## config.mk

```make
export PLATFORM = sky130hd
export DESIGN_NAME = pid_steering_with_stop_gate_unit
export DESIGN_NICKNAME = d
export VERILOG_FILES = /design/src/hdl/pgsu_pkg.sv /design/src/hdl/pid_steering_with_stop_gate_unit.sv
export SDC_FILE = /design/constraint.sdc
export NUM_CORES = 2
export LEC_CHECK = 0
export ABC_AREA = 0
export BUFFER_PORTS_ARGS = -buffer_cell sky130_fd_sc_hd__buf_2
export CORE_AREA = 4 4 305 307
export CTS_BUF_LIST = sky130_fd_sc_hd__clkbuf_8 sky130_fd_sc_hd__clkbuf_16
export DETAILED_ROUTE_END_ITERATION = 6
export DIE_AREA = 0 0 309 311
export MAX_ROUTING_LAYER = met4
export PLACE_DENSITY = 0.83
export SLEW_MARGIN = 20
export SYNTH_ARGS = -nofsm -noshare
export SYNTH_HDL_FRONTEND = slang
export SYNTH_SLANG_ARGS = --single-unit
```

## constraint.sdc

```tcl
create_clock -name clk_i -period 39.9 [get_ports clk_i]
set_input_delay 7.98 -clock clk_i [delete_from_list [all_inputs] [get_ports clk_i]]
set_output_delay 7.98 -clock clk_i [all_outputs]
set_load 0.005 [all_outputs]
```

## src/hdl/pgsu_pkg.sv

```systemverilog
// shared constants and types for the pid steering unit with stop gate
package pgsu_pkg;

  // field widths
  localparam int POS_W      = 16;
  localparam int ERR_W      = 17;
  localparam int INTEG_W    = 18;
  localparam int GAIN_W     = 16;
  localparam int ILIM_W     = 17;
  localparam int OLIM_W     = 15;
  localparam int SPEED_W    = 15;
  localparam int RATE_W     = 16;

  // stream and config port widths
  localparam int IN_TDATA_W  = 16;
  localparam int OUT_TDATA_W = 32;
  localparam int CFG_IDX_W   = 3;
  localparam int CFG_DATA_W  = 17;

  // control loop rate in ticks per second
  localparam int LOOP_RATE_HZ_DEF = 30;

  // register reset values
  localparam logic [POS_W-1:0]   SETPOINT_RST = 16'd32768;
  localparam logic [GAIN_W-1:0]  KP_RST       = 16'd3277;
  localparam logic [GAIN_W-1:0]  KI_RST       = 16'd0;
  localparam logic [GAIN_W-1:0]  KD_RST       = 16'd0;
  localparam logic [ILIM_W-1:0]  ILIM_RST     = 17'd51472;
  localparam logic [OLIM_W-1:0]  OLIM_RST     = 15'd12868;
  localparam logic [SPEED_W-1:0] CRUISE_RST   = 15'd614;

  // register map
  typedef enum logic [CFG_IDX_W-1:0] {
    CFG_SETPOINT       = 3'd0,
    CFG_KP_GAIN        = 3'd1,
    CFG_KI_GAIN        = 3'd2,
    CFG_KD_GAIN        = 3'd3,
    CFG_INTEGRAL_LIMIT = 3'd4,
    CFG_OUTPUT_LIMIT   = 3'd5,
    CFG_CRUISE_SPEED   = 3'd6
  } cfg_idx_e;

endpackage

```

## src/hdl/pid_steering_with_stop_gate_unit.sv

```systemverilog
// top level of the pid steering unit with stop gate
//
// usage
//   s_axis carries one control tick per beat: tdata holds the measured target
//   position (q0.16 of image width), tuser holds the object-detected flag.
//   m_axis returns one beat per tick: linear speed and angular rate (q3.12),
//   both forced to zero when the tick flags a detected object.
//   the cfg port writes one register per cycle while cfg_we_i is high;
//   index 0..6 is setpoint, kp, ki, kd, integral limit, output limit,
//   cruise speed, and index 7 is dropped. write only while the unit is idle.
// timing
//   four register stages: input, error/integral update, gain products,
//   sum/shift/clamp into the output register. the result beat passes the
//   input, error/integral and gain-product registers before m_axis_tvalid_o
//   rises; throughput is one tick per cycle while the receiver does not stall. the recurrence
//   on previous error and integral closes inside the error/integral stage.
// reset and stall
//   reset clears all stage valids, the pid state and loads register defaults.
//   each stage holds while the one after it is full and stalled, so a stalled
//   receiver fills the pipe and then drops s_axis_tready_o; bubbles collapse.
module pid_steering_with_stop_gate_unit
  import pgsu_pkg::*;
#(
  parameter int LOOP_RATE_HZ = LOOP_RATE_HZ_DEF
) (
  input  logic                   clk_i,
  input  logic                   rst_ni,
  // input stream
  input  logic                   s_axis_tvalid_i,
  output logic                   s_axis_tready_o,
  input  logic [IN_TDATA_W-1:0]  s_axis_tdata_i,   // [15:0] position
  input  logic                   s_axis_tuser_i,   // [0] object_detected
  // output stream
  output logic                   m_axis_tvalid_o,
  input  logic                   m_axis_tready_i,
  output logic [OUT_TDATA_W-1:0] m_axis_tdata_o,   // [14:0] linear_speed, [30:15] angular_rate
  // configuration write port
  input  logic                   cfg_we_i,
  input  logic [CFG_IDX_W-1:0]   cfg_idx_i,
  input  logic [CFG_DATA_W-1:0]  cfg_wdata_i
);

  // trapezoid divide by 2*rate: exact floor via rounded-up reciprocal
  localparam int     MAG_W   = ERR_W;                    // magnitude of error sum
  localparam int     Q_W     = 16;                       // quotient, at most 65535
  localparam int     DIV_D   = 2 * LOOP_RATE_HZ;
  localparam int     DIV_L   = $clog2(DIV_D);
  localparam int     DIV_S   = MAG_W + DIV_L;
  localparam longint DIV_M   = ((longint'(1) << DIV_S) + longint'(DIV_D) - 1) / DIV_D;
  localparam int     M_W     = MAG_W + 2;
  localparam int     PRD_W   = MAG_W + M_W;

  // derivative and product widths
  localparam int     DERIV_W = INTEG_W + $clog2(LOOP_RATE_HZ + 1);
  localparam int     PP_W    = GAIN_W + 1 + ERR_W;
  localparam int     IP_W    = GAIN_W + 1 + INTEG_W;
  localparam int     DP_W    = GAIN_W + 1 + DERIV_W;
  localparam int     ACC_W   = DP_W + 2;
  localparam int     FRAC_SH = 16;                       // q.28 -> q3.12

  localparam logic [M_W-1:0]             DIV_M_C  = M_W'(DIV_M);
  localparam logic signed [DERIV_W-1:0]  RATE_C   = DERIV_W'(LOOP_RATE_HZ);

  // configuration registers
  logic [POS_W-1:0]   setpoint_q;
  logic [GAIN_W-1:0]  kp_q, ki_q, kd_q;
  logic [ILIM_W-1:0]  ilim_q;
  logic [OLIM_W-1:0]  olim_q;
  logic [SPEED_W-1:0] cruise_q;

  always_ff @(posedge clk_i or negedge rst_ni) begin
    if (!rst_ni) begin
      setpoint_q <= SETPOINT_RST;
      kp_q       <= KP_RST;
      ki_q       <= KI_RST;
      kd_q       <= KD_RST;
      ilim_q     <= ILIM_RST;
      olim_q     <= OLIM_RST;
      cruise_q   <= CRUISE_RST;
    end else if (cfg_we_i) begin
      case (cfg_idx_i)
        CFG_SETPOINT:       setpoint_q <= cfg_wdata_i[POS_W-1:0];
        CFG_KP_GAIN:        kp_q       <= cfg_wdata_i[GAIN_W-1:0];
        CFG_KI_GAIN:        ki_q       <= cfg_wdata_i[GAIN_W-1:0];
        CFG_KD_GAIN:        kd_q       <= cfg_wdata_i[GAIN_W-1:0];
        CFG_INTEGRAL_LIMIT: ilim_q     <= cfg_wdata_i[ILIM_W-1:0];
        CFG_OUTPUT_LIMIT:   olim_q     <= cfg_wdata_i[OLIM_W-1:0];
        CFG_CRUISE_SPEED:   cruise_q   <= cfg_wdata_i[SPEED_W-1:0];
        default: ;
      endcase
    end
  end

  // pipeline flow control: a stage moves on when the next one is empty or moving
  logic in_v_q, s1_v_q, s2_v_q, out_v_q;
  logic out_free, s2_free, s1_free, in_free;
  logic adv_out, adv_s2, adv_s1, in_acc;

  assign out_free = !out_v_q || m_axis_tready_i;
  assign s2_free  = !s2_v_q  || out_free;
  assign s1_free  = !s1_v_q  || s2_free;
  assign in_free  = !in_v_q  || s1_free;

  assign adv_out  = s2_v_q && out_free;
  assign adv_s2   = s1_v_q && s2_free;
  assign adv_s1   = in_v_q && s1_free;
  assign in_acc   = s_axis_tvalid_i && in_free;

  assign s_axis_tready_o = in_free;
  assign m_axis_tvalid_o = out_v_q;

  always_ff @(posedge clk_i or negedge rst_ni) begin
    if (!rst_ni) begin
      in_v_q  <= 1'b0;
      s1_v_q  <= 1'b0;
      s2_v_q  <= 1'b0;
      out_v_q <= 1'b0;
    end else begin
      in_v_q  <= in_acc  || (in_v_q  && !s1_free);
      s1_v_q  <= adv_s1  || (s1_v_q  && !s2_free);
      s2_v_q  <= adv_s2  || (s2_v_q  && !out_free);
      out_v_q <= adv_out || (out_v_q && !m_axis_tready_i);
    end
  end

  // input register
  logic [POS_W-1:0] pos_q;
  logic             det_in_q;

  always_ff @(posedge clk_i) begin
    if (in_acc) begin
      pos_q    <= s_axis_tdata_i[POS_W-1:0];
      det_in_q <= s_axis_tuser_i;
    end
  end

  // error, trapezoid integral and derivative; pid state closes here
  logic signed [ERR_W-1:0]   prev_err_q;
  logic signed [INTEG_W-1:0] integ_q;

  logic signed [ERR_W-1:0]   err;
  logic signed [INTEG_W-1:0] tsum;
  logic [MAG_W-1:0]          tmag;
  logic [PRD_W-1:0]          tprod;
  logic [Q_W-1:0]            quot;
  logic signed [INTEG_W-1:0] delta;
  logic signed [INTEG_W:0]   isum;
  logic signed [INTEG_W:0]   ilim_x;
  logic signed [INTEG_W-1:0] integ_d;
  logic signed [INTEG_W-1:0] diff;
  logic signed [DERIV_W-1:0] diff_x;
  logic signed [DERIV_W-1:0] deriv;

  always_comb begin
    err    = $signed({1'b0, setpoint_q}) - $signed({1'b0, pos_q});
    tsum   = INTEG_W'(err) + INTEG_W'(prev_err_q);
    tmag   = tsum[INTEG_W-1] ? MAG_W'(-tsum) : MAG_W'(tsum);
    tprod  = PRD_W'(tmag) * PRD_W'(DIV_M_C);
    quot   = Q_W'(tprod >> DIV_S);
    // truncate toward zero: divide the magnitude, then restore the sign
    delta  = tsum[INTEG_W-1] ? -$signed(INTEG_W'(quot)) : $signed(INTEG_W'(quot));
    isum   = (INTEG_W+1)'(integ_q) + (INTEG_W+1)'(delta);
    ilim_x = $signed({2'b00, ilim_q});
    if (isum > ilim_x) begin
      integ_d = INTEG_W'(ilim_x);
    end else if (isum < -ilim_x) begin
      integ_d = INTEG_W'(-ilim_x);
    end else begin
      integ_d = INTEG_W'(isum);
    end
    diff   = INTEG_W'(err) - INTEG_W'(prev_err_q);
    diff_x = DERIV_W'(diff);
    deriv  = diff_x * RATE_C;
  end

  always_ff @(posedge clk_i or negedge rst_ni) begin
    if (!rst_ni) begin
      prev_err_q <= '0;
      integ_q    <= '0;
    end else if (adv_s1) begin
      prev_err_q <= err;
      integ_q    <= integ_d;
    end
  end

  logic signed [ERR_W-1:0]   err_s1_q;
  logic signed [INTEG_W-1:0] integ_s1_q;
  logic signed [DERIV_W-1:0] deriv_s1_q;
  logic                      det_s1_q;

  always_ff @(posedge clk_i) begin
    if (adv_s1) begin
      err_s1_q   <= err;
      integ_s1_q <= integ_d;
      deriv_s1_q <= deriv;
      det_s1_q   <= det_in_q;
    end
  end

  // gain products, one multiplier per term
  logic signed [PP_W-1:0] pp;
  logic signed [IP_W-1:0] ip;
  logic signed [DP_W-1:0] dp;

  assign pp = PP_W'($signed({1'b0, kp_q})) * PP_W'(err_s1_q);
  assign ip = IP_W'($signed({1'b0, ki_q})) * IP_W'(integ_s1_q);
  assign dp = DP_W'($signed({1'b0, kd_q})) * DP_W'(deriv_s1_q);

  logic signed [PP_W-1:0] pp_q;
  logic signed [IP_W-1:0] ip_q;
  logic signed [DP_W-1:0] dp_q;
  logic                   det_s2_q;

  always_ff @(posedge clk_i) begin
    if (adv_s2) begin
      pp_q     <= pp;
      ip_q     <= ip;
      dp_q     <= dp;
      det_s2_q <= det_s1_q;
    end
  end

  // sum, floor shift to q3.12, clamp and stop gate
  logic signed [ACC_W-1:0]  acc;
  logic signed [ACC_W-1:0]  acc_sh;
  logic signed [ACC_W-1:0]  olim_x;
  logic signed [RATE_W-1:0] rate;
  logic [SPEED_W-1:0]       lin_d;
  logic [RATE_W-1:0]        ang_d;

  always_comb begin
    acc    = ACC_W'(pp_q) + ACC_W'(ip_q) + ACC_W'(dp_q);
    acc_sh = acc >>> FRAC_SH;
    olim_x = $signed(ACC_W'(olim_q));
    if (acc_sh > olim_x) begin
      rate = RATE_W'(olim_x);
    end else if (acc_sh < -olim_x) begin
      rate = RATE_W'(-olim_x);
    end else begin
      rate = RATE_W'(acc_sh);
    end
    lin_d = det_s2_q ? '0 : cruise_q;
    ang_d = det_s2_q ? '0 : rate;
  end

  logic [SPEED_W-1:0] lin_q;
  logic [RATE_W-1:0]  ang_q;

  always_ff @(posedge clk_i) begin
    if (adv_out) begin
      lin_q <= lin_d;
      ang_q <= ang_d;
    end
  end

  assign m_axis_tdata_o = {(OUT_TDATA_W-SPEED_W-RATE_W)'(0), ang_q, lin_q};

endmodule

```

==> summary.txt <==
Site row count -> 110
First-pass GRT wire length -> 253 mm
Share of cells above drive strength 1 -> 5.90%
Htree depth -> 2
CP Launch Type -> flip-flop
Post-cts resize count -> 0
Die Height -> 311 um
Global route hottest layer -> met2
Setup violators final -> 0
Syn nets -> 7,866
Worst r2r path cells -> 70
Final period util -> 43.7%
Largest net degree at the start of global routing -> 73
DR DRC count -> 0
1st-iter DRT viols -> 3,414
Initial antenna violation count -> 12
Crit path to -> integ_q[7]
Synth top area share -> 32.1%
Dpl cells -> 7,279
Clock skew -> 0.0359 ns
EDFF count, synth -> 215
DR vias/cell -> 5.99
Min Tclk post-route -> 17.45 ns
Crit. End Element -> flip-flop
Vias -> 44,200
Number of global-route vias before repair -> 46,900
Clk Tree Root Cell -> clkbuf_16
Grt ovf -> 0
Max-slew violations -> 0
Area grow syn2layout -> 4.76%
Drt first pass iters -> 7
Worst-Skew Late Latency -> 0.62 ns
WP data required -> 40.38 ns
NumNets Final -> 7,820
Largest cells by area after synthesis -> fa_1, ha_1, edfxtp_1
Worst rel slew slack -> 16.1%
Number of max-cap violations -> 0
Status -> finished clean
YS warnings -> 0
Grt met3 use -> 7.17%
Post-CTS Repair Setup Buffers -> 0
Asr flop ratio synth -> 41.1%
Reg2Reg Launch Point -> setpoint_q[0]
Critical Path Fanout Max -> 22
CTS tree -> built
R2R Setup Slk -> 22.45 ns
Most frequent cell after synthesis -> inv_1
Total Neg Setup Slack -> 0 ns
Min-Delay Path Class -> reg2reg
Global-route met1 utilization -> 44.9%
WL final -> 157 mm
WP data arrival -> 17.92 ns
Antenna-violating nets left -> 0
Final Non-Filler Cells -> 7,374
F_max -> 57.3 MHz
Setup Crit Path Kind -> reg2reg
Post-synthesis sequential area ratio -> 17.1%
Worst-Margin Slew -> 1.26 ns
GRT Overall Usage -> 34.7%
Routability cong. -> 0.985
Worst setup startpoint -> setpoint_q[0]
RSZ-0062 raised after global routing -> no
Final Hold Fails -> 0
Mean post-synth cell area -> 9.67 um2
Cell mode on critical path -> ha_1
Register bit total from synthesis -> 365
Num CTS Buffers -> 44
Met2 Resource Use GR -> 53.5%
Initial core utilization -> 66.6%
Floorplan core area -> 90,000 um2
Drt wl/cell -> 21.3 um
Most used flip-flop cell after synthesis -> edfxtp_1
Crit-path slowest cell -> o21a_1
Post-synth top cells -> inv_1, fa_1, nand2_1
Die width -> 309 um
CP peak stage delay -> 0.74 ns
Syn Inst Count -> 6,195
Worst R2R End -> integ_q[7]
# clock sinks -> 365
Synthesized area -> 59,900 um2
IO Port Bufs -> 74
Reg clk slew, reported paths -> 0.06 ns
DP HPWL -> 123 mm
IO Pins -> 76
Hold Buf Count CTS -> 0
Post-synth top area cell -> fa_1
Die area -> 96,100 um2
CTS Buffer Depth -> 3
Cell variety after synth -> 95
==> metrics by stage <==
step	instance area [um2]	setup WS, ns	utilization, %	hold slack, ns
4_1_cts	62700	22.58	69.7	0.427
6_report	62800	22.45	69.7	0.430
5_1_grt	62800	21.29	69.7	0.440
3_3_place_gp	61300	23.02	68.1	0.403
3_5_place_dp	61300	22.67	68.1	0.412
2_1_floorplan	59900	23.57	-	0.400
==> registers in the layout, indices dropped and copies added, names as in the netlist, 15 cells and up <==
signal and cells:
err_s1_q 17, pos_q 16, kd_q 16, deriv_s1_q 22, ang_q 16, cruise_q 15
setpoint_q 16, ip_q 35, pp_q 34, ilim_q 17, olim_q 15, lin_q 15
dp_q 39, integ_q 18, ki_q 16, prev_err_q 17, integ_s1_q 18, kp_q 16
==> per-layer routing <==
| layer | wire, um | vias to the layer above |
|---|---|---|
| met5 | 0 | - |
| met4 | 8280 | 0 |
| met3 | 14700 | 398 |
| met2 | 72600 | 1997 |
| met1 | 61500 | 22200 |
| li1 | - | 19500 |
==> logic make-up after synthesis <==
kind of cell	after synthesis	share of synthesized area, %
multiplexers	138	2.56
AND/OR/NAND/NOR	1638	13.5
buffers and inverters	1447	9.11
flip-flops	365	17.1
XOR/XNOR	253	3.70
AO/OA/AOI/OAI	723	7.96
other	1	0.00626
adder cells (fa/ha/maj)	1630	46.1
==> layout make-up <==
class	count	area, um2
Sequential cell	365	10200
Fill cell	6660	27200
Inverter	1253	4700
Clock buffer	49	1200
Timing Repair Buffer	102	587
Clock inverter	33	254
Multi-Input combinational cell	4383	44300
Tap cell	1176	1470
Antenna cell	13	32.5
==> worst max-delay path, delay by kind of cell, from the launching register on <==
| kind | cells | cell delay (ns) |
|---|---|---|
| compound gates | 30 | 7.57 |
| xor+xnor | 4 | 0.99 |
| fa+ha+maj | 13 | 4.45 |
| buf+inv | 8 | 0.96 |
| flops | 1 | 0.35 |
| mux | 1 | 0.28 |
| simple gates | 14 | 2.65 |
==> layout by cell type, fill, tap and decap left out, drive strengths merged, types with 49 or more instances in the layout <==
cell    netlist  routed
xnor2       188     188
and2        400     400
o21ai       147     147
a21oi       196     196
dfrtp       127     127
nand2       692     692
mux2        123     123
nor2        175     175
ha          668     668
edfxtp      215     215
a21o         85      85
nand2b       53      53
nor2b        64      64
inv        1252    1271
nor3         69      69
xor2         65      65
buf          13     102
fa          961     961
clkbuf      181      49
==> worst min-delay path by stage <==
stage             start       end  depth (start not counted)
5_1_grt        det_s1_q  det_s2_q                          0
4_1_cts        det_s1_q  det_s2_q                          0
2_1_floorplan  det_in_q  det_s1_q                          0
3_5_place_dp   det_s1_q  det_s2_q                          0
6_report       det_s1_q  det_s2_q                          0
3_3_place_gp   det_in_q  det_s1_q                          0
Power is left out: the tool's default activity adds up to more than one toggle a clock period on the data nets, which glitch-free logic cannot reach.
